===== config.mk =====
export PLATFORM = sky130hd
export DESIGN_NAME = square_marker_grid_decode_core_flat
export DESIGN_NICKNAME = d
export VERILOG_FILES = /design/src/rtl/smgd_pkg.sv /design/src/rtl/smgd_if.sv /design/src/rtl/square_marker_grid_decode_core.sv /design/src/rtl/smgd_score_stage.sv /design/src/rtl/smgd_sum_stage.sv /design/src/rtl/smgd_pick_stage.sv /design/src/flat_wrapper.sv
export SDC_FILE = /design/constraint.sdc
export NUM_CORES = 1
export LEC_CHECK = 0
export ABC_AREA = 1
export BUFFER_PORTS_ARGS = -buffer_cell sky130_fd_sc_hd__buf_4
export CORE_MARGIN = 8
export CORE_UTILIZATION = 57
export DETAILED_ROUTE_END_ITERATION = 12
export GPL_TIMING_DRIVEN = 1
export PLACE_DENSITY_LB_ADDON = 0.12
export SETUP_SLACK_MARGIN = 0.15
export SLEW_MARGIN = 10
export SYNTH_ARGS = -nofsm -noshare
export SYNTH_HDL_FRONTEND = slang
export SYNTH_HIERARCHICAL = 1
export SYNTH_SLANG_ARGS = --single-unit

===== constraint.sdc =====
create_clock -name clk -period 6.2 [get_ports clk]
set_input_delay 0.31 -clock clk [delete_from_list [all_inputs] [get_ports clk]]
set_output_delay 0.31 -clock clk [all_outputs]
set_load 0.05 [all_outputs]

===== src/rtl/smgd_pkg.sv =====
`default_nettype none

package smgd_pkg;

    localparam int GRID_SIDE  = 7;
    localparam int INNER_SIDE = 5;
    localparam int GRID_W     = GRID_SIDE * GRID_SIDE;
    localparam int INNER_W    = INNER_SIDE * INNER_SIDE;
    localparam int ROT_N      = 4;
    localparam int CODE_N     = 4;
    localparam int ROW_DIST_W = 3;
    localparam int DIST_W     = 5;
    localparam int ID_W       = 10;
    localparam int ROT_W      = 2;
    localparam int STATUS_W   = 2;

    typedef enum logic [STATUS_W-1:0] {
        STATUS_VALID  = 2'd0,
        STATUS_BORDER = 2'd1,
        STATUS_CODE   = 2'd2
    } status_t;

    // Code words as column masks: bit x is column x.
    localparam logic [INNER_SIDE-1:0] CODE_WORDS [CODE_N] = '{
        5'h01, 5'h1D, 5'h12, 5'h0E
    };

    typedef logic [INNER_W-1:0]                         inner_bits_t;
    typedef logic [ROT_N-1:0][INNER_SIDE-1:0][ROW_DIST_W-1:0] row_dist_t;
    typedef logic [ROT_N-1:0][DIST_W-1:0]               rot_total_t;

    // Stage 1 -> stage 2
    typedef struct packed {
        logic        valid;
        logic        border;
        inner_bits_t inner;
        row_dist_t   row_dist;
    } score_t;

    // Stage 2 -> stage 3
    typedef struct packed {
        logic        valid;
        logic        border;
        inner_bits_t inner;
        rot_total_t  total;
    } total_t;

    typedef struct packed {
        status_t           status;
        logic [ID_W-1:0]   marker_id;
        logic [ROT_W-1:0]  rotation;
        logic [DIST_W-1:0] code_distance;
    } result_t;

    function automatic logic [GRID_W-1:0] make_border_mask();
        logic [GRID_W-1:0] m;
        m = '0;
        for (int r = 0; r < GRID_SIDE; r++)
        begin
            for (int c = 0; c < GRID_SIDE; c++)
            begin
                if (r == 0 || r == GRID_SIDE - 1 || c == 0 || c == GRID_SIDE - 1)
                begin
                    m[r*GRID_SIDE + c] = 1'b1;
                end
            end
        end
        return m;
    endfunction

    localparam logic [GRID_W-1:0] BORDER_MASK = make_border_mask();

    // One quarter turn: b'(y,x) = b(4-x, y). Pure wiring.
    function automatic inner_bits_t rot_quarter(input inner_bits_t b);
        inner_bits_t q;
        for (int y = 0; y < INNER_SIDE; y++)
        begin
            for (int x = 0; x < INNER_SIDE; x++)
            begin
                q[y*INNER_SIDE + x] = b[(INNER_SIDE - 1 - x)*INNER_SIDE + y];
            end
        end
        return q;
    endfunction

    function automatic logic [ROW_DIST_W-1:0] popcount5(input logic [INNER_SIDE-1:0] v);
        logic [ROW_DIST_W-1:0] n;
        n = '0;
        for (int i = 0; i < INNER_SIDE; i++)
        begin
            n = n + ROW_DIST_W'(v[i]);
        end
        return n;
    endfunction

    // Least Hamming distance of one row to the code words.
    function automatic logic [ROW_DIST_W-1:0] row_min_dist(input logic [INNER_SIDE-1:0] row);
        logic [ROW_DIST_W-1:0] best;
        logic [ROW_DIST_W-1:0] d;
        best = ROW_DIST_W'(INNER_SIDE);
        for (int p = 0; p < CODE_N; p++)
        begin
            d = popcount5(row ^ CODE_WORDS[p]);
            if (d < best)
            begin
                best = d;
            end
        end
        return best;
    endfunction

endpackage

`default_nettype wire


===== src/rtl/smgd_if.sv =====
`default_nettype none

interface smgd_grid_if;
    import smgd_pkg::*;

    logic              valid;
    logic              ready;
    logic [GRID_W-1:0] cell_grid;

    modport source (output valid, output cell_grid, input ready);
    modport sink   (input valid, input cell_grid, output ready);
endinterface

interface smgd_result_if;
    import smgd_pkg::*;

    logic                valid;
    logic                ready;
    logic [STATUS_W-1:0] status;
    logic [ID_W-1:0]     marker_id;
    logic [ROT_W-1:0]    rotation;
    logic [DIST_W-1:0]   code_distance;

    modport source (output valid, output status, output marker_id, output rotation,
                    output code_distance, input ready);
    modport sink   (input valid, input status, input marker_id, input rotation,
                    input code_distance, output ready);
endinterface

`default_nettype wire


===== src/rtl/square_marker_grid_decode_core.sv =====
// Square fiducial marker decoder for 7x7 cell grids (5x5 inner code).
//
// Channels: "grid" takes one 49-bit cell grid per transfer (bit r*7+c is
// row r, column c, 1 = white). "result" returns one transfer per grid with
// status, marker_id, rotation and code_distance. Both use valid/ready; a
// transfer happens on a rising edge with valid and ready high.
//
// Pipeline: three register stages (row scoring of all four orientations,
// per-orientation sums, best-orientation pick and id extraction). A grid
// passes through the score, sum and pick registers in that order to result
// valid; throughput is one grid per cycle while result.ready is high, as
// each stage takes a new item whenever it moves on.
//
// Stall: when result.ready is low the last stage holds its result; each
// earlier stage keeps accepting until it is itself full, so up to three
// grids sit in flight. Nothing is dropped or repeated.
//
// Reset: rst_n is asynchronous and clears all stage valid bits; the block
// accepts a grid in the first cycle after reset is released.
`default_nettype none

module square_marker_grid_decode_core (
    input  wire logic     clk,
    input  wire logic     rst_n,
    smgd_grid_if.sink     grid,
    smgd_result_if.source result
);
    import smgd_pkg::*;

    score_t  score_stage;
    total_t  total_stage;
    result_t pick_result;
    logic    sum_in_ready;
    logic    pick_in_ready;

    // Stage 1: border check, inner bits, per-row distances for four turns.
    smgd_score_stage u_score (
        .clk       (clk),
        .rst_n     (rst_n),
        .in_valid  (grid.valid),
        .in_grid   (grid.cell_grid),
        .in_ready  (grid.ready),
        .out_stage (score_stage),
        .out_ready (sum_in_ready)
    );

    // Stage 2: sum the five row distances of each orientation.
    smgd_sum_stage u_sum (
        .clk       (clk),
        .rst_n     (rst_n),
        .in_stage  (score_stage),
        .in_ready  (sum_in_ready),
        .out_stage (total_stage),
        .out_ready (pick_in_ready)
    );

    // Stage 3: pick the first least total, build the result word.
    smgd_pick_stage u_pick (
        .clk        (clk),
        .rst_n      (rst_n),
        .in_stage   (total_stage),
        .in_ready   (pick_in_ready),
        .out_valid  (result.valid),
        .out_result (pick_result),
        .out_ready  (result.ready)
    );

    assign result.status        = pick_result.status;
    assign result.marker_id     = pick_result.marker_id;
    assign result.rotation      = pick_result.rotation;
    assign result.code_distance = pick_result.code_distance;

    // A border failure carries no rotation and no distance.
    a_border_clean: assert property (@(posedge clk) disable iff (!rst_n)
        result.valid && result.status == STATUS_BORDER
        |-> result.rotation == '0 && result.code_distance == '0 && result.marker_id == '0)
        else $error("border failure with nonzero fields");

    // A valid marker always has zero distance.
    a_valid_zero_dist: assert property (@(posedge clk) disable iff (!rst_n)
        result.valid && result.status == STATUS_VALID |-> result.code_distance == '0)
        else $error("valid marker with nonzero distance");

    // A code failure has a nonzero distance and no id.
    a_code_fail: assert property (@(posedge clk) disable iff (!rst_n)
        result.valid && result.status == STATUS_CODE
        |-> result.code_distance != '0 && result.marker_id == '0)
        else $error("code failure fields inconsistent");

    // With the output always drained, a grid shows up after the score, sum and pick stages.
    a_latency: assert property (@(posedge clk) disable iff (!rst_n)
        grid.valid && grid.ready && result.ready ##1 result.ready ##1 result.ready
        |=> result.valid)
        else $error("result missing three cycles after transfer");

endmodule

`default_nettype wire


===== src/rtl/smgd_score_stage.sv =====
`default_nettype none

module smgd_score_stage (
    input  wire logic                        clk,
    input  wire logic                        rst_n,
    input  wire logic                        in_valid,
    input  wire logic [smgd_pkg::GRID_W-1:0] in_grid,
    output logic                             in_ready,
    output smgd_pkg::score_t                 out_stage,
    input  wire logic                        out_ready
);
    import smgd_pkg::*;

    score_t      stage_reg;
    score_t      stage_next;
    inner_bits_t rot_bits [ROT_N];
    logic        advance;

    assign advance  = !stage_reg.valid || out_ready;
    assign in_ready = advance;

    always_comb
    begin
        stage_next        = stage_reg;
        stage_next.valid  = in_valid;
        stage_next.border = |(in_grid & BORDER_MASK);
        for (int r = 0; r < INNER_SIDE; r++)
        begin
            for (int c = 0; c < INNER_SIDE; c++)
            begin
                stage_next.inner[r*INNER_SIDE + c] = in_grid[(r + 1)*GRID_SIDE + c + 1];
            end
        end
        rot_bits[0] = stage_next.inner;
        for (int k = 1; k < ROT_N; k++)
        begin
            rot_bits[k] = rot_quarter(rot_bits[k-1]);
        end
        // Score every row of every orientation in parallel.
        for (int k = 0; k < ROT_N; k++)
        begin
            for (int y = 0; y < INNER_SIDE; y++)
            begin
                stage_next.row_dist[k][y] = row_min_dist(rot_bits[k][y*INNER_SIDE +: INNER_SIDE]);
            end
        end
    end

    always_ff @(posedge clk or negedge rst_n)
    begin
        if (!rst_n)
        begin
            stage_reg <= '0;
        end
        else if (advance)
        begin
            stage_reg <= stage_next;
        end
    end

    assign out_stage = stage_reg;

endmodule

`default_nettype wire


===== src/rtl/smgd_sum_stage.sv =====
`default_nettype none

module smgd_sum_stage (
    input  wire logic             clk,
    input  wire logic             rst_n,
    input  wire smgd_pkg::score_t in_stage,
    output logic                  in_ready,
    output smgd_pkg::total_t      out_stage,
    input  wire logic             out_ready
);
    import smgd_pkg::*;

    total_t stage_reg;
    total_t stage_next;
    logic   advance;

    assign advance  = !stage_reg.valid || out_ready;
    assign in_ready = advance;

    always_comb
    begin
        stage_next        = stage_reg;
        stage_next.valid  = in_stage.valid;
        stage_next.border = in_stage.border;
        stage_next.inner  = in_stage.inner;
        for (int k = 0; k < ROT_N; k++)
        begin
            stage_next.total[k] = '0;
            for (int y = 0; y < INNER_SIDE; y++)
            begin
                stage_next.total[k] = stage_next.total[k] + DIST_W'(in_stage.row_dist[k][y]);
            end
        end
    end

    always_ff @(posedge clk or negedge rst_n)
    begin
        if (!rst_n)
        begin
            stage_reg <= '0;
        end
        else if (advance)
        begin
            stage_reg <= stage_next;
        end
    end

    assign out_stage = stage_reg;

endmodule

`default_nettype wire


===== src/rtl/smgd_pick_stage.sv =====
`default_nettype none

module smgd_pick_stage (
    input  wire logic             clk,
    input  wire logic             rst_n,
    input  wire smgd_pkg::total_t in_stage,
    output logic                  in_ready,
    output logic                  out_valid,
    output smgd_pkg::result_t     out_result,
    input  wire logic             out_ready
);
    import smgd_pkg::*;

    logic              valid_reg;
    result_t           result_reg;
    result_t           result_next;
    logic [ROT_W-1:0]  best_rot;
    logic [DIST_W-1:0] best_dist;
    inner_bits_t       rot_bits [ROT_N];
    inner_bits_t       best_bits;
    logic              advance;

    assign advance  = !valid_reg || out_ready;
    assign in_ready = advance;

    always_comb
    begin
        rot_bits[0] = in_stage.inner;
        for (int k = 1; k < ROT_N; k++)
        begin
            rot_bits[k] = rot_quarter(rot_bits[k-1]);
        end

        // Strict compare keeps the lowest rotation on a tie.
        best_rot  = '0;
        best_dist = in_stage.total[0];
        for (int k = 1; k < ROT_N; k++)
        begin
            if (in_stage.total[k] < best_dist)
            begin
                best_dist = in_stage.total[k];
                best_rot  = ROT_W'(k);
            end
        end
        best_bits = rot_bits[best_rot];

        result_next = '0;
        if (in_stage.border)
        begin
            result_next.status = STATUS_BORDER;
        end
        else if (best_dist != '0)
        begin
            result_next.status        = STATUS_CODE;
            result_next.rotation      = best_rot;
            result_next.code_distance = best_dist;
        end
        else
        begin
            result_next.status   = STATUS_VALID;
            result_next.rotation = best_rot;
            // Columns 1 and 3 of each row, top row most significant.
            for (int r = 0; r < INNER_SIDE; r++)
            begin
                result_next.marker_id[ID_W-1-2*r] = best_bits[r*INNER_SIDE + 1];
                result_next.marker_id[ID_W-2-2*r] = best_bits[r*INNER_SIDE + 3];
            end
        end
    end

    always_ff @(posedge clk or negedge rst_n)
    begin
        if (!rst_n)
        begin
            valid_reg <= 1'b0;
        end
        else if (advance)
        begin
            valid_reg <= in_stage.valid;
        end
    end

    always_ff @(posedge clk)
    begin
        if (advance)
        begin
            result_reg <= result_next;
        end
    end

    assign out_valid  = valid_reg;
    assign out_result = result_reg;

endmodule

`default_nettype wire

===== src/flat_wrapper.sv =====
// flat-port wrapper written by rule: the top's interface ports become plain ports
module square_marker_grid_decode_core_flat import smgd_pkg::*;
  (clk, rst_n, grid_valid, grid_cell_grid, grid_ready, result_valid, result_status, result_marker_id, result_rotation, result_code_distance, result_ready);
  smgd_grid_if grid_i ();
  smgd_result_if result_i ();
  input  wire logic clk;
  input  wire logic rst_n;
  input wire logic [$bits(grid_i.valid)-1:0] grid_valid;
  input wire logic [$bits(grid_i.cell_grid)-1:0] grid_cell_grid;
  output wire logic [$bits(grid_i.ready)-1:0] grid_ready;
  output wire logic [$bits(result_i.valid)-1:0] result_valid;
  output wire logic [$bits(result_i.status)-1:0] result_status;
  output wire logic [$bits(result_i.marker_id)-1:0] result_marker_id;
  output wire logic [$bits(result_i.rotation)-1:0] result_rotation;
  output wire logic [$bits(result_i.code_distance)-1:0] result_code_distance;
  input wire logic [$bits(result_i.ready)-1:0] result_ready;
  assign grid_i.valid = grid_valid;
  assign grid_i.cell_grid = grid_cell_grid;
  assign grid_ready = grid_i.ready;
  assign result_valid = result_i.valid;
  assign result_status = result_i.status;
  assign result_marker_id = result_i.marker_id;
  assign result_rotation = result_i.rotation;
  assign result_code_distance = result_i.code_distance;
  assign result_i.ready = result_ready;
  square_marker_grid_decode_core u_core (.clk(clk), .rst_n(rst_n), .grid(grid_i), .result(result_i));
endmodule

; Word-level counts from Yosys, hierarchy flattened
; Cells that the tools add are included.
[classes]
mux = 90
reduce_logical = 10
bitwise = 78
magnitude_cmp = 84
n_addsub = 336
[op_table]
columns = cell, n
row1 = $add A3 B1 Y3, 160
row2 = $add A2 B1 Y3, 80
row3 = $mux W3, 80
row4 = $lt A3 B3 Y1, 60
row5 = $add A1 B1 Y2, 80
row6 = $not A4 Y4, 20
row7 = $lt A3 B3 Y1 const B, 20
row8 = $not A3 Y3, 20
row9 = $bmux W25 S2, 1
row10 = $mux W24, 2
row11 = $add A5 B3 Y5, 8
row12 = $not A2 Y2, 20
row13 = $reduce_or A24 Y1, 1
row14 = $add A4 B3 Y5, 4
row15 = $not A1 Y1, 17
row16 = $add A3 B3 Y4, 4
row17 = $lt A5 B5 Y1, 3
row18 = $mux W5, 3
row19 = $mux W2, 3
row20 = $reduce_bool A5 Y1, 1
row21 = $reduce_or A2 Y1, 2
row22 = $ge A3 B3 Y1 const B, 1
row23 = $logic_not A1 Y1, 3
row24 = $logic_or A1 B1 Y1, 3
row25 = other kinds (2), 2
[totals]
ff_bits = 154
in_bits = 53
word_cells = 633
output_inout_bits = 21

; Depth between registers and ports, before layout
; Gate-level depths: netlist (run 1).
[logic_depth]
depth_word = 13
ltp_mapped = 28
ltp_nobuf = 26

; Cells and area by module
; Netlist (run 1), hierarchy kept.
[by_module_without_submodules]
columns = mod, cells_each, instances, seq_area_each_um2, area_each_um2
row1 = smgd_score_stage, 1713, 1, 2177.1, 14131.1
row2 = smgd_sum_stage, 347, 1, 1176.1, 3105.5
row3 = smgd_pick_stage, 215, 1, 595.6, 1654.1

; Worst setup path after synthesis (run 1)
; No wires, ideal clock.
[synth_timing]
path_kind = register to register
from = reg u_core.u_sum.stage_reg (netlist bit u_core/u_sum/out_stage[4])
to = reg u_core.u_pick.result_reg (netlist bit u_core/u_pick/out_result[0]) (data pin)
setup_ps = 260
path_stages_with_launch = 24
required_time_ps = 5940
t_arrival_ps = 3724
path_buffers = 1
slack_ps = 2216
period_less_slack_ps = 3984
cell_sequence = dfrtp_1 -> inv_1 -> ha_1 -> nand2_1 -> inv_1 -> nand2_1 -> nand3_4 -> o21ai_0 -> ha_1 -> a21oi_1 -> nor2_1 -> a211oi_1 -> nand2_2 -> buf_6 -> o21ai_1 -> ha_1 -> a21oi_1 -> nor2_1 -> a211oi_2 -> nand2_4 -> o21ai_2 -> nand2_2 -> o21bai_2 -> nor2_1
[synth_between]
elab_chain_len = 9
[synth_rtl]
columns = element, line
row1 = start: declaration, smgd_sum_stage.sv:13  ; total_t stage_reg;
row2 = start signal: assignment, smgd_sum_stage.sv:44  ; stage_reg <= stage_next;
row3 = $lt A5 B5 Y1, smgd_pick_stage.sv:39  ; if (in_stage.total[k] < best_dist)
row4 = $mux W5 *, smgd_pick_stage.sv:39
row5 = $lt A5 B5 Y1, smgd_pick_stage.sv:39
row6 = $mux W5 *, smgd_pick_stage.sv:39
row7 = $lt A5 B5 Y1, smgd_pick_stage.sv:39
row8 = $mux W5 *, smgd_pick_stage.sv:39
row9 = $reduce_bool A5 Y1, smgd_pick_stage.sv:52  ; else if (best_dist != '0)
row10 = $not A1 Y1 (no source line), --
row11 = $reduce_or A2 Y1 (no source line), --
row12 = end signal: assignment, smgd_pick_stage.sv:87  ; result_reg <= result_next;
row13 = end: declaration, smgd_pick_stage.sv:15  ; result_t result_reg;
; Mark *: on every way between the ends. The rest lies on a longest branch, timed or not.
; A chain may end at the register's enable or synchronous reset.

; Worst setup path after layout (run 1)
[layout_timing]
from = reg u_core.u_sum.stage_reg (netlist bit u_core/u_sum/out_stage[9])
to = reg u_core.u_pick.result_reg (netlist bit u_core/u_pick/out_result[13]) (data pin)
[layout_between]
elab_chain_len = 10
elab_cells_between_ends = 15
cone_classes = order compare (3) / mux (9) / bitwise (1) / reduce/logical (2)
[layout_rtl]
columns = element, line
row1 = $lt A5 B5 Y1, smgd_pick_stage.sv:39
row2 = $mux W5, smgd_pick_stage.sv:39
row3 = $lt A5 B5 Y1, smgd_pick_stage.sv:39
row4 = $mux W5, smgd_pick_stage.sv:39
row5 = $lt A5 B5 Y1, smgd_pick_stage.sv:39
row6 = $mux W2, smgd_pick_stage.sv:39
row7 = $not A2 Y3 (implied by the code), smgd_pick_stage.sv:45  ; best_bits = rot_bits[best_rot];
row8 = $bmux W25 S2, smgd_pick_stage.sv:45
row9 = $mux W24 (implied by the code) (2 in series), smgd_pick_stage.sv:45
; Parallel ways exist; a longest one is shown, timed or not. The select of a mux whose other input is x is not followed.

==> impl_metrics.prom, run 1 <==
# TYPE chip_impl_metric gauge
chip_impl_info{name="run_status",value="complete, but fails checks"} 1
chip_impl_info{name="failed_checks",value="negative hold slack"} 1
chip_impl_metric{name="worst_skew_pair.late_latency",unit="ns"} 0.43
chip_impl_metric{name="post_cts_hold_buffer_count",unit=""} 0
chip_impl_metric{name="placement_rows",unit=""} 65
chip_impl_metric{name="global_route.usage.total",unit="%"} 23.3
chip_impl_metric{name="synth_fp_nets",unit=""} 2723
chip_impl_metric{name="swShare",unit="%"} 53.7
chip_impl_metric{name="timing.fmax",unit="MHz"} 203
chip_impl_metric{name="total_iterations_of_the_first_detailed_routing_run",unit=""} 5
chip_impl_metric{name="gp_congestion",unit=""} 0.882
chip_impl_info{name="clock_tree_from_tritoncts",value="done"} 1
chip_impl_metric{name="drive_gt1_share",unit="%"} 16.6
chip_impl_metric{name="grt-ovfl-total",unit=""} 0
chip_impl_metric{name="cellInternalPower",unit="mW"} 4.62
chip_impl_metric{name="hold_ws",unit="ns"} -0.0114
chip_impl_info{name="critical_path_cell_by_cell",value="ha_1 > nand2_1 > inv_1 > nand2_1 > nand3_4 > o21ai_0 > ha_1 > a21oi_1 > nor2_1 > a211oi_1 > nand2_2 > o21ai_1 > ha_1 > a21oi_1 > nor2_1 > a211oi_2 > nand2_4 > nand2_1 > inv_2 > nand3_1 > nand2_1 > inv_1 > nor2_2"} 1
chip_impl_info{name="critical_path_cell_with_the_highest_stage_delay",value="dfrtp_1"} 1
chip_impl_metric{name="maxcap_violations",unit=""} 0
chip_impl_metric{name="dr_wl_met2",unit="µm"} 20100
chip_impl_metric{name="syn-cell-area",unit="µm²"} 18300
chip_impl_metric{name="synth_area_per_cell",unit="µm²"} 8.25
chip_impl_metric{name="clkPwrFrac",unit="%"} 10.2
chip_impl_metric{name="wl_met3",unit="µm"} 1890
chip_impl_metric{name="grt_antenna_before_repair",unit=""} 0
chip_impl_metric{name="power_frac_comb",unit="%"} 74.8
chip_impl_metric{name="final_critical_path_setup_slack",unit="ns"} 1.27
chip_impl_metric{name="ir_worst_vdd",unit="mV"} 0.438
chip_impl_metric{name="crit_path_largest_cell_delay",unit="ns"} 0.41
chip_impl_metric{name="die_area",unit="µm²"} 38000
chip_impl_metric{name="fin_skew",unit="ns"} 0.0115
chip_impl_metric{name="num_antenna_cells",unit=""} 0
chip_impl_metric{name="timing_worst_slew_pin_value",unit="ns"} 1.10
chip_impl_metric{name="static-leakage-power",unit="nW"} 10.6
chip_impl_metric{name="start_util",unit="%"} 57.9
chip_impl_info{name="hold_class",value="in2async"} 1
chip_impl_metric{name="clock_sinks",unit=""} 136
chip_impl_info{name="crit_path_start_kind",value="flip-flop"} 1
chip_impl_metric{name="route.vias.total",unit=""} 14100
chip_impl_metric{name="fillers",unit=""} 2752
chip_impl_metric{name="detail_route.iter0.violations",unit=""} 844
chip_impl_metric{name="power-per-cell-area",unit="nW/µm²"} 505
chip_impl_info{name="cts.root.buffer_cell",value="clkbuf_16"} 1
chip_impl_metric{name="pwr-share-seq",unit="%"} 15.1
chip_impl_metric{name="core_footprint",unit="µm²"} 31600
chip_impl_info{name="crit_path_end_kind",value="flip-flop"} 1
chip_impl_metric{name="final_nets",unit=""} 2788
chip_impl_metric{name="area.growth.synth_to_final",unit="%"} 8.07
chip_impl_metric{name="die_x",unit="µm"} 195
chip_impl_metric{name="slew-limit-headroom",unit="%"} 26.8
chip_impl_metric{name="finalCriticalPeriod",unit="ns"} 4.93
chip_impl_metric{name="timing.final.hold_violations",unit=""} 5
chip_impl_info{name="crit_type",value="reg2reg"} 1
chip_impl_metric{name="place_worst_setup_slack",unit="ns"} 1.32
chip_impl_metric{name="design.portCount",unit=""} 74
chip_impl_metric{name="met1_length",unit="µm"} 19700
chip_impl_metric{name="dp.cells",unit=""} 2660
chip_impl_info{name="crit_path_frequent_cell",value="nand2_1"} 1
chip_impl_metric{name="worst_ep_required_time",unit="ns"} 6.39
chip_impl_metric{name="cts-htree-levels",unit=""} 4
chip_impl_metric{name="wire_length_per_cell",unit="µm"} 15.9
chip_impl_metric{name="syn-instance-count",unit=""} 2212
chip_impl_metric{name="detail_route.vias_per_cell",unit=""} 5.23
chip_impl_info{name="highest_layer",value="met4"} 1
chip_impl_metric{name="tritoncts.num_buffers",unit=""} 17
chip_impl_metric{name="remaining_drc_errors",unit=""} 0
chip_impl_metric{name="port_buffers",unit=""} 73
chip_impl_info{name="setup_repair_after_global_routing_missed_its_margin",value="false"} 1
chip_impl_metric{name="cts_repair_resize_count",unit=""} 0
chip_impl_metric{name="ys.warnings.count",unit=""} 6
chip_impl_metric{name="cts_setup_buffers",unit=""} 0
chip_impl_metric{name="timing.critical_path.arrival",unit="ns"} 5.12
chip_impl_metric{name="worst-path-max-fanout",unit=""} 19
chip_impl_metric{name="ant_nets",unit=""} 0
chip_impl_metric{name="final.period_utilization",unit="%"} 79.6
chip_impl_metric{name="final.setup.tns",unit="ns"} 0
chip_impl_metric{name="instances_no_fill",unit=""} 2692
chip_impl_metric{name="first_pass_grt_wire_length",unit="µm"} 71800
chip_impl_metric{name="power.net_switching",unit="mW"} 5.35
chip_impl_metric{name="grt_start_max_net_pins",unit=""} 114
chip_impl_metric{name="first_global_vias",unit=""} 14400
chip_impl_metric{name="floorplan.die.height",unit="µm"} 195
chip_impl_metric{name="cts.reportedPaths.clkPinSlew",unit="ns"} 0.07
chip_impl_metric{name="place_hpwl",unit="µm"} 35200
chip_impl_metric{name="routed_wl",unit="µm"} 42800
chip_impl_metric{name="fin_total_pwr",unit="mW"} 9.97
chip_impl_metric{name="setup_violations",unit=""} 0
chip_impl_metric{name="clock_path_buffers",unit=""} 2
chip_impl_metric{name="maxSlewViolCount",unit=""} 0
area by class of cell:
type,count,area (µm²),area share (%)
Tap cell,402,503,2.55
Sequential cell,136,3500,17.7
Clock buffer,17,425,2.16
Clock inverter,15,160,0.812
Multi-Input combinational cell,1598,12900,65.3
Timing Repair Buffer,78,586,2.97
Inverter,446,1670,8.48
through the flow:
stage | util (%) | area (µm²)
2_1_floorplan | - | 18300
4_1_cts | 62.5 | 19700
5_1_grt | 62.5 | 19700
3_5_place_dp | 60.7 | 19100
3_3_place_gp | 60.7 | 19100
6_report | 62.5 | 19700
layer usage:
layer	track usage, %	up-vias
li1	-	7019
met1	31.0	6719
met2	39.2	295
met3	2.72	59
met4	7.36	0
met5	0	-
placed cells by master (no fill, tap or decap), drive strengths merged, types with 10 or more instances in the layout:
cell type / count
a21oi: 67
nand2: 663
inv: 448
clkinv: 10
clkbuf: 17
o21a: 20
nand3: 206
nor2: 65
edfxtp: 19
buf: 78
ha: 276
fa: 182
dfrtp: 117
o21ai: 91
flip-flops by register name (all words and copies together), names as in the netlist:
signal	flops
u_core/u_sum/out_stage	38
u_core/u_score/out_stage	78
u_core/u_pick/out_result	19
u_core/u_pick/out_valid	1
power by group through the flow:
stage          Clock [mW]  Sequential [mW]  Combinational [mW]
3_5_place_dp            0             1.52                7.40
3_3_place_gp            0             1.52                7.19
4_1_cts              1.03             1.51                7.45
5_1_grt              1.07             1.53                8.59
6_report             1.01             1.50                7.45
2_1_floorplan           0             1.52                5.82
worst paths after layout:
kind,startpoint,endpoint,slack (ns),cells past startpoint
hold reg to reg,u_core/u_score/out_stage[75],u_core/u_sum/out_stage[35],0.47,2
setup / recovery,u_core/u_sum/out_stage[9],u_core/u_pick/out_result[13],1.27,23
min in group clk,grid_valid,u_core/u_score/out_stage[86],0.08,2
setup reg to reg,u_core/u_sum/out_stage[9],u_core/u_pick/out_result[13],1.27,23
hold / removal,rst_n,u_core/u_pick/out_valid,-0.01,1
max in group asynchronous,rst_n,u_core/u_score/out_stage[39],4.92,2
worst max-delay path, delay by kind of cell (launching register included):
kind | cells | cell delay [ns]
flops | 1 | 0.41
buf+inv | 3 | 0.28
simple gates | 11 | 1.54
compound gates | 6 | 1.55
fa+ha+maj | 3 | 0.91
(Power assumes the default switching activity.)
==> inputs of run 2 (changes only) <==
==> constraint.sdc (replaced) <==
create_clock -name clk -period 4.5 [get_ports clk]
set_input_delay 0.225 -clock clk [delete_from_list [all_inputs] [get_ports clk]]
set_output_delay 0.225 -clock clk [all_outputs]
set_load 0.05 [all_outputs]
==> impl_metrics.prom, run 2 (synthesis gave the netlist of run 1 again) <==
# TYPE chip_impl_metric gauge
chip_impl_info{name="clock_tree_from_tritoncts",value="done"} 1
chip_impl_info{name="crit_type",value="reg2reg"} 1
chip_impl_metric{name="cellInternalPower",unit="mW"} 7.06
chip_impl_metric{name="pwr-share-seq",unit="%"} 13.7
chip_impl_metric{name="start_util",unit="%"} 57.9
chip_impl_info{name="layout_common_cells",value="482 x nand2_1, 415 x inv_1, 271 x ha_1"} 1
chip_impl_metric{name="grt_start_max_net_pins",unit=""} 74
chip_impl_metric{name="tritoncts.num_buffers",unit=""} 17
chip_impl_metric{name="die_area",unit="µm²"} 38000
chip_impl_metric{name="clkPwrFrac",unit="%"} 9.3
chip_impl_metric{name="timing.critical_path.arrival",unit="ns"} 4.77
chip_impl_metric{name="final_nets",unit=""} 2855
chip_impl_metric{name="power_frac_comb",unit="%"} 77.0
chip_impl_metric{name="ir_worst_vdd",unit="mV"} 0.604
chip_impl_metric{name="timing.final.hold_violations",unit=""} 0
chip_impl_metric{name="power.net_switching",unit="mW"} 8.16
chip_impl_info{name="critical_path_cell_with_the_highest_stage_delay",value="dfrtp_1"} 1
chip_impl_metric{name="grt-ovfl-total",unit=""} 0
chip_impl_metric{name="slew-limit-headroom",unit="%"} 34.6
chip_impl_metric{name="setup_violations",unit=""} 0
chip_impl_metric{name="port_buffers",unit=""} 73
chip_impl_metric{name="maxSlewViolCount",unit=""} 0
chip_impl_info{name="crit_path_frequent_cell",value="nand2_2"} 1
chip_impl_metric{name="ant_nets",unit=""} 0
chip_impl_metric{name="postLayoutCoreUtil",unit="%"} 65.0
chip_impl_metric{name="place_worst_setup_slack",unit="ns"} 0.00814
chip_impl_metric{name="r2r.worst_path.cells",unit=""} 23
chip_impl_metric{name="clock_sinks",unit=""} 136
chip_impl_metric{name="maxcap_violations",unit=""} 0
chip_impl_metric{name="remaining_drc_errors",unit=""} 0
chip_impl_metric{name="grt_antenna_before_repair",unit=""} 0
chip_impl_metric{name="finalCriticalPeriod",unit="ns"} 4.49
chip_impl_metric{name="cts.reportedPaths.clkPinSlew",unit="ns"} 0.07
chip_impl_metric{name="final.period_utilization",unit="%"} 99.7
chip_impl_info{name="cts.root.buffer_cell",value="clkbuf_16"} 1
chip_impl_metric{name="static-leakage-power",unit="nW"} 11.0
chip_impl_metric{name="placement_rows",unit=""} 65
chip_impl_metric{name="crit_path_largest_cell_delay",unit="ns"} 0.43
chip_impl_metric{name="floorplan.die.height",unit="µm"} 195
chip_impl_metric{name="power-per-cell-area",unit="nW/µm²"} 742
chip_impl_metric{name="global_route.usage.total",unit="%"} 23.7
chip_impl_info{name="run_status",value="finished clean"} 1
chip_impl_metric{name="total_iterations_of_the_first_detailed_routing_run",unit=""} 5
chip_impl_metric{name="timing_worst_slew_pin_value",unit="ns"} 0.981
chip_impl_metric{name="clock_path_buffers",unit=""} 2
chip_impl_metric{name="cp.buffers_inverters",unit=""} 1
chip_impl_info{name="crit_path_end_kind",value="flip-flop"} 1
chip_impl_metric{name="die_x",unit="µm"} 195
chip_impl_metric{name="drive_gt1_share",unit="%"} 20.5
chip_impl_metric{name="swShare",unit="%"} 53.6
chip_impl_metric{name="timing.fmax",unit="MHz"} 223
chip_impl_metric{name="fin_skew",unit="ns"} 0.0107
chip_impl_metric{name="dp.cells",unit=""} 2705
chip_impl_metric{name="area.growth.synth_to_final",unit="%"} 12.4
chip_impl_info{name="mostFrequentLayoutCell",value="nand2_1"} 1
chip_impl_metric{name="worst_ep_required_time",unit="ns"} 4.79
chip_impl_metric{name="instances_no_fill",unit=""} 2759
chip_impl_metric{name="wire_length_per_cell",unit="µm"} 16.2
chip_impl_metric{name="worst_skew_pair.late_latency",unit="ns"} 0.42
chip_impl_metric{name="detail_route.vias_per_cell",unit=""} 5.29
chip_impl_metric{name="first_pass_grt_wire_length",unit="µm"} 73300
chip_impl_info{name="crit_path_start_kind",value="flip-flop"} 1
chip_impl_metric{name="place_hpwl",unit="µm"} 37100
chip_impl_metric{name="detail_route.iter0.violations",unit=""} 775
chip_impl_metric{name="num_antenna_cells",unit=""} 0
chip_impl_metric{name="crit_cells",unit=""} 23
chip_impl_metric{name="gp_congestion",unit=""} 0.902
chip_impl_info{name="hold_class",value="in2reg"} 1
chip_impl_metric{name="core_footprint",unit="µm²"} 31600
chip_impl_info{name="setup_repair_after_global_routing_missed_its_margin",value="true"} 1
chip_impl_metric{name="final_critical_path_setup_slack",unit="ns"} 0.0144
chip_impl_info{name="critical_path_cell_by_cell",value="ha_4 > a21oi_4 > nand3_4 > nand2_2 > o21ai_2 > ha_1 > a21oi_2 > nor2_1 > a211oi_2 > nand2_2 > nand2_2 > o21ai_2 > ha_1 > a21oi_2 > nor2_1 > a211oi_2 > buf_4 > nand2_8 > o21ai_4 > nand2_4 > nor2_4 > nand2_4 > nor2_2"} 1
chip_impl_metric{name="flip_flop_count_of_the_largest_register_after_layout",unit=""} 78
chip_impl_info{name="timing.critical_path.max_delay_family",value="compound AO/OA/AOI/OAI gates"} 1
chip_impl_metric{name="route.vias.total",unit=""} 14600
chip_impl_metric{name="first_global_vias",unit=""} 14900
chip_impl_metric{name="cts-htree-levels",unit=""} 4
chip_impl_metric{name="worst-path-max-fanout",unit=""} 6
chip_impl_metric{name="min_path_cells",unit=""} 4
chip_impl_metric{name="routed_wl",unit="µm"} 44800
chip_impl_metric{name="design.portCount",unit=""} 74
run 2: final cells by class:
class | count | area, µm²
multi-input combinational | 1602 | 13200
fill | 2661 | 11000
sequential | 136 | 3500
inverter | 446 | 1670
timing repair buffer | 141 | 1080
tap | 402 | 503
clock buffer | 17 | 425
clock inverter | 15 | 179
run 2: power groups by stage:
stage	Clock, mW	Combinational, mW	Sequential [mW]
global placement	0	9.83	2.08
global route	1.49	13.3	2.13
CTS	1.43	10.4	2.07
floorplan	0	8.01	2.10
detailed placement	0	10.2	2.08
finish	1.42	11.7	2.09
run 2: what timing repair did:
item	in CTS	in global routing
pin swaps	0	26
endpoints found under the hold margin	26	0
setup endpoints to repair	16	17
setup buffers	0	16
gates resized for setup	4	53
cloned	0	4
hold buffers	2	0
run 2: worst paths after layout:
kind / from / endpoint / slack [ns]
min reg2reg: u_core/u_score/out_stage[73] / u_core/u_sum/out_stage[33] / 0.46
max: u_core/u_sum/out_stage[9] / u_core/u_pick/out_result[15] / 0.01
min in group asynchronous: rst_n / u_core/u_sum/out_stage[38] / 0.49
min: grid_cell_grid[6] / u_core/u_score/out_stage[85] / 0.13
max in group asynchronous: rst_n / u_core/u_sum/out_stage[7] / 3.08
max reg2reg: u_core/u_sum/out_stage[9] / u_core/u_pick/out_result[15] / 0.01
run 2: metal layers:
metal / up-vias / global-route usage [%] / routed length [µm]
met5: - / 0 / 0
met4: 0 / 8.96 / 1780
met3: 81 / 3.56 / 2010
met2: 346 / 41.4 / 22000
met1: 7003 / 29.2 / 19000
li1: 7160 / - / -
run 2: worst min-delay path, delay by kind of cell:
family          cells  cell delay, ns
buf+inv             1            0.08
compound gates      1            0.12
simple gates        2            0.10
run 2: stage by stage:
step | setup TNS, ns | hold WS [ns] | cell area (µm²) | total power [mW]
4_1_cts | 0 | 0.128 | 20100 | 13.9
3_5_place_dp | 0 | 0.435 | 19500 | 12.3
6_report | 0 | 0.135 | 20500 | 15.2
3_3_place_gp | 0 | 0.428 | 19500 | 11.9
5_1_grt | -0.684 | 0.130 | 20500 | 16.9
2_1_floorplan | 0 | -0.0706 | 18300 | 10.1
==> inputs of run 3 (changes only) <==
--- a/config.mk
+++ b/config.mk
@@ -7,8 +7,11 @@
 export LEC_CHECK = 0
 export ABC_AREA = 1
 export BUFFER_PORTS_ARGS = -buffer_cell sky130_fd_sc_hd__buf_4
+export CAP_MARGIN = 40
+export CELL_PAD_IN_SITES_DETAIL_PLACEMENT = 1
+export CELL_PAD_IN_SITES_GLOBAL_PLACEMENT = 1
 export CORE_MARGIN = 8
-export CORE_UTILIZATION = 57
+export CORE_UTILIZATION = 53
 export DETAILED_ROUTE_END_ITERATION = 12
 export GPL_TIMING_DRIVEN = 1
 export PLACE_DENSITY_LB_ADDON = 0.12
==> constraint.sdc (replaced) <==
create_clock -name clk -period 5.4 [get_ports clk]
set_input_delay 0.27 -clock clk [delete_from_list [all_inputs] [get_ports clk]]
set_output_delay 0.27 -clock clk [all_outputs]
set_load 0.05 [all_outputs]
==> impl_metrics.prom, run 3 (synthesis gave the netlist of run 1 again) <==
# TYPE chip_impl_metric gauge
chip_impl_info{name="timing.hold.worst.start",value="grid_valid"} 1
chip_impl_metric{name="maxSlewViolCount",unit=""} 0
chip_impl_info{name="hold_class",value="in2reg"} 1
chip_impl_metric{name="maxcap_violations",unit=""} 0
chip_impl_metric{name="finalCriticalPeriod",unit="ns"} 4.83
chip_impl_info{name="worstReg2RegStart",value="u_core/u_sum/out_stage[4]"} 1
chip_impl_metric{name="static-leakage-power",unit="nW"} 10.6
chip_impl_info{name="setup_repair_after_global_routing_missed_its_margin",value="false"} 1
chip_impl_metric{name="detail_route.iter0.violations",unit=""} 497
chip_impl_metric{name="num_antenna_cells",unit=""} 0
chip_impl_metric{name="detail_route.vias_per_cell",unit=""} 5.29
chip_impl_metric{name="floorplan.die.height",unit="µm"} 202
chip_impl_metric{name="power-per-cell-area",unit="nW/µm²"} 601
chip_impl_metric{name="worst-path-max-fanout",unit=""} 19
chip_impl_metric{name="placement_rows",unit=""} 68
chip_impl_metric{name="pwr-share-seq",unit="%"} 14.6
chip_impl_metric{name="design.portCount",unit=""} 74
chip_impl_metric{name="power.net_switching",unit="mW"} 6.62
chip_impl_metric{name="port_buffers",unit=""} 73
chip_impl_info{name="mostFrequentLayoutCell",value="nand2_1"} 1
chip_impl_metric{name="fin_skew",unit="ns"} 0.0171
chip_impl_metric{name="gp_congestion",unit=""} 0.853
chip_impl_metric{name="die_x",unit="µm"} 202
chip_impl_metric{name="timing.critical_path.arrival",unit="ns"} 5.02
chip_impl_metric{name="cts-htree-levels",unit=""} 4
chip_impl_metric{name="clock_path_buffers",unit=""} 2
chip_impl_metric{name="instances_no_fill",unit=""} 2755
chip_impl_metric{name="core_footprint",unit="µm²"} 34200
chip_impl_metric{name="final_nets",unit=""} 2798
chip_impl_metric{name="ant_nets",unit=""} 0
chip_impl_metric{name="route.vias.total",unit=""} 14600
chip_impl_metric{name="first_global_vias",unit=""} 16300
chip_impl_metric{name="flip_flop_count_of_the_largest_register_after_layout",unit=""} 78
chip_impl_info{name="crit_path_start_kind",value="flip-flop"} 1
chip_impl_metric{name="grt_antenna_before_repair",unit=""} 2
chip_impl_metric{name="grt-ovfl-total",unit=""} 0
chip_impl_metric{name="hold_ws",unit="ns"} 0.0360
chip_impl_metric{name="tritoncts.num_buffers",unit=""} 17
chip_impl_metric{name="timing_worst_slew_pin_value",unit="ns"} 0.796
chip_impl_metric{name="final_critical_path_setup_slack",unit="ns"} 0.575
chip_impl_info{name="crit_type",value="reg2reg"} 1
chip_impl_metric{name="cellInternalPower",unit="mW"} 5.36
chip_impl_metric{name="final.setup.tns",unit="ns"} 0
chip_impl_metric{name="dp.cells",unit=""} 2722
chip_impl_info{name="clock_tree_from_tritoncts",value="done"} 1
chip_impl_metric{name="timing.final.hold_violations",unit=""} 0
chip_impl_metric{name="die_area",unit="µm²"} 40600
chip_impl_metric{name="power_frac_comb",unit="%"} 75.6
chip_impl_metric{name="drive_gt1_share",unit="%"} 17.0
chip_impl_metric{name="worst_ep_required_time",unit="ns"} 5.59
chip_impl_metric{name="place_hpwl",unit="µm"} 42900
chip_impl_info{name="critPathLaunch",value="u_core/u_sum/out_stage[4]"} 1
chip_impl_metric{name="first_pass_grt_wire_length",unit="µm"} 83500
chip_impl_metric{name="final.period_utilization",unit="%"} 89.4
chip_impl_metric{name="grt_start_max_net_pins",unit=""} 64
chip_impl_metric{name="cts.reportedPaths.clkPinSlew",unit="ns"} 0.07
chip_impl_metric{name="global_route.usage.total",unit="%"} 25.6
chip_impl_metric{name="wire_length_per_cell",unit="µm"} 18.6
chip_impl_metric{name="total_iterations_of_the_first_detailed_routing_run",unit=""} 5
chip_impl_metric{name="slew-limit-headroom",unit="%"} 46.8
chip_impl_info{name="cts.root.buffer_cell",value="clkbuf_16"} 1
chip_impl_metric{name="clock_sinks",unit=""} 136
chip_impl_metric{name="routed_wl",unit="µm"} 51200
chip_impl_metric{name="timing.fmax",unit="MHz"} 207
chip_impl_info{name="layout_common_cells",value="495 x nand2_1, 419 x inv_1, 276 x ha_1"} 1
chip_impl_metric{name="remaining_drc_errors",unit=""} 0
chip_impl_info{name="run_status",value="finished clean"} 1
chip_impl_metric{name="ir_worst_vdd",unit="mV"} 0.439
chip_impl_metric{name="worst_skew_pair.late_latency",unit="ns"} 0.45
chip_impl_metric{name="place_worst_setup_slack",unit="ns"} 0.535
chip_impl_metric{name="area.growth.synth_to_final",unit="%"} 9.10
chip_impl_metric{name="clkPwrFrac",unit="%"} 9.9
chip_impl_metric{name="swShare",unit="%"} 55.3
chip_impl_metric{name="setup_violations",unit=""} 0
chip_impl_metric{name="start_util",unit="%"} 53.4
chip_impl_info{name="crit_path_end_kind",value="flip-flop"} 1
chip_impl_metric{name="postLayoutCoreUtil",unit="%"} 58.2
[run 3: changes by cell type in the layout (fill, tap and decap cells not counted), moves of 3 or more]
cell | before | now
nand2_1 | 482 | 495
nor2_1 | 49 | 52
nand2_4 | 9 | 3
buf_4 | 136 | 85
inv_2 | 26 | 22
nand2_2 | 174 | 165
o21ai_0 | 52 | 55
o21ai_1 | 31 | 35
inv_1 | 415 | 419
ha_4 | 5 | 0
ha_1 | 271 | 276
o21ai_2 | 7 | 1
[run 3: worst max-delay path: stages, from the launching register on]
cell and delay [ns]:
dfrtp_1 0.34, inv_1 0.07, ha_1 0.34, nand2_1 0.10, inv_1 0.04, nand2_1 0.14
nand3_4 0.15, o21ai_0 0.35, ha_1 0.33, nand2_1 0.09, nor2_1 0.05, a211oi_1 0.31
nand2_2 0.23, o21ai_1 0.22, ha_1 0.27, a21oi_1 0.13, nor2_1 0.07, a211oi_2 0.37
nand2_4 0.24, nand2_1 0.30, nand2_1 0.15, nand3_1 0.11, nand2_1 0.07, clkinv_1 0.06
nor2_2 0.03
[run 3: layer usage]
layer	wire length [µm]	vias to the layer above	global-route usage (%)
li1	-	7034	-
met1	21100	7233	29.4
met2	26100	216	46.3
met3	1840	96	4.39
met4	2130	4	10.6
met5	16	-	0
[run 3: final timing paths]
path                       depth (start not counted)  slack (ns)                      endpoint
max                                               24        0.57  u_core/u_pick/out_result[15]
min                                                2        0.04  u_core/u_score/out_stage[86]
max reg2reg                                       24        0.57  u_core/u_pick/out_result[15]
min reg2reg                                        2        0.46    u_core/u_sum/out_stage[35]
max in group asynchronous                          4        3.88  u_core/u_score/out_stage[47]
min in group asynchronous                          2        0.24  u_core/u_score/out_stage[30]
[run 3: power groups by stage]
stage / combinational [mW] / sequential, mW / clock, mW
2_1_floorplan: 6.68 / 1.75 / 0
3_3_place_gp: 8.32 / 1.75 / 0
3_5_place_dp: 8.90 / 1.77 / 0
4_1_cts: 9.08 / 1.75 / 1.20
5_1_grt: 10.2 / 1.78 / 1.23
6_report: 9.05 / 1.75 / 1.18
[run 3: area by class of cell]
type                    count  area, µm²
clock buffers              17        425
clock inverters            15        169
fillers                  4226      14300
inverters                 446       1670
multi-input cells        1598      12900
flip-flops and latches    136       3500
well taps                 455        569
repair buffers             88        696
[run 3: timing repair]
| item | in CTS | in global routing |
|---|---|---|
| gates resized for setup | 0 | 1 |
| hold buffers | 1 | 0 |
| setup endpoints to repair | 0 | 10 |
| buffers inserted | 0 | 0 |
| endpoints found under the hold margin | 29 | 0 |
[run 3: per-stage QoR]
| stage | power [mW] | area (µm²) |
|---|---|---|
| finish | 12.0 | 19900 |
| floorplan | 8.43 | 18300 |
| global placement | 10.1 | 19300 |
| detailed placement | 10.7 | 19300 |
| CTS | 12.0 | 19900 |
| global route | 13.2 | 19900 |
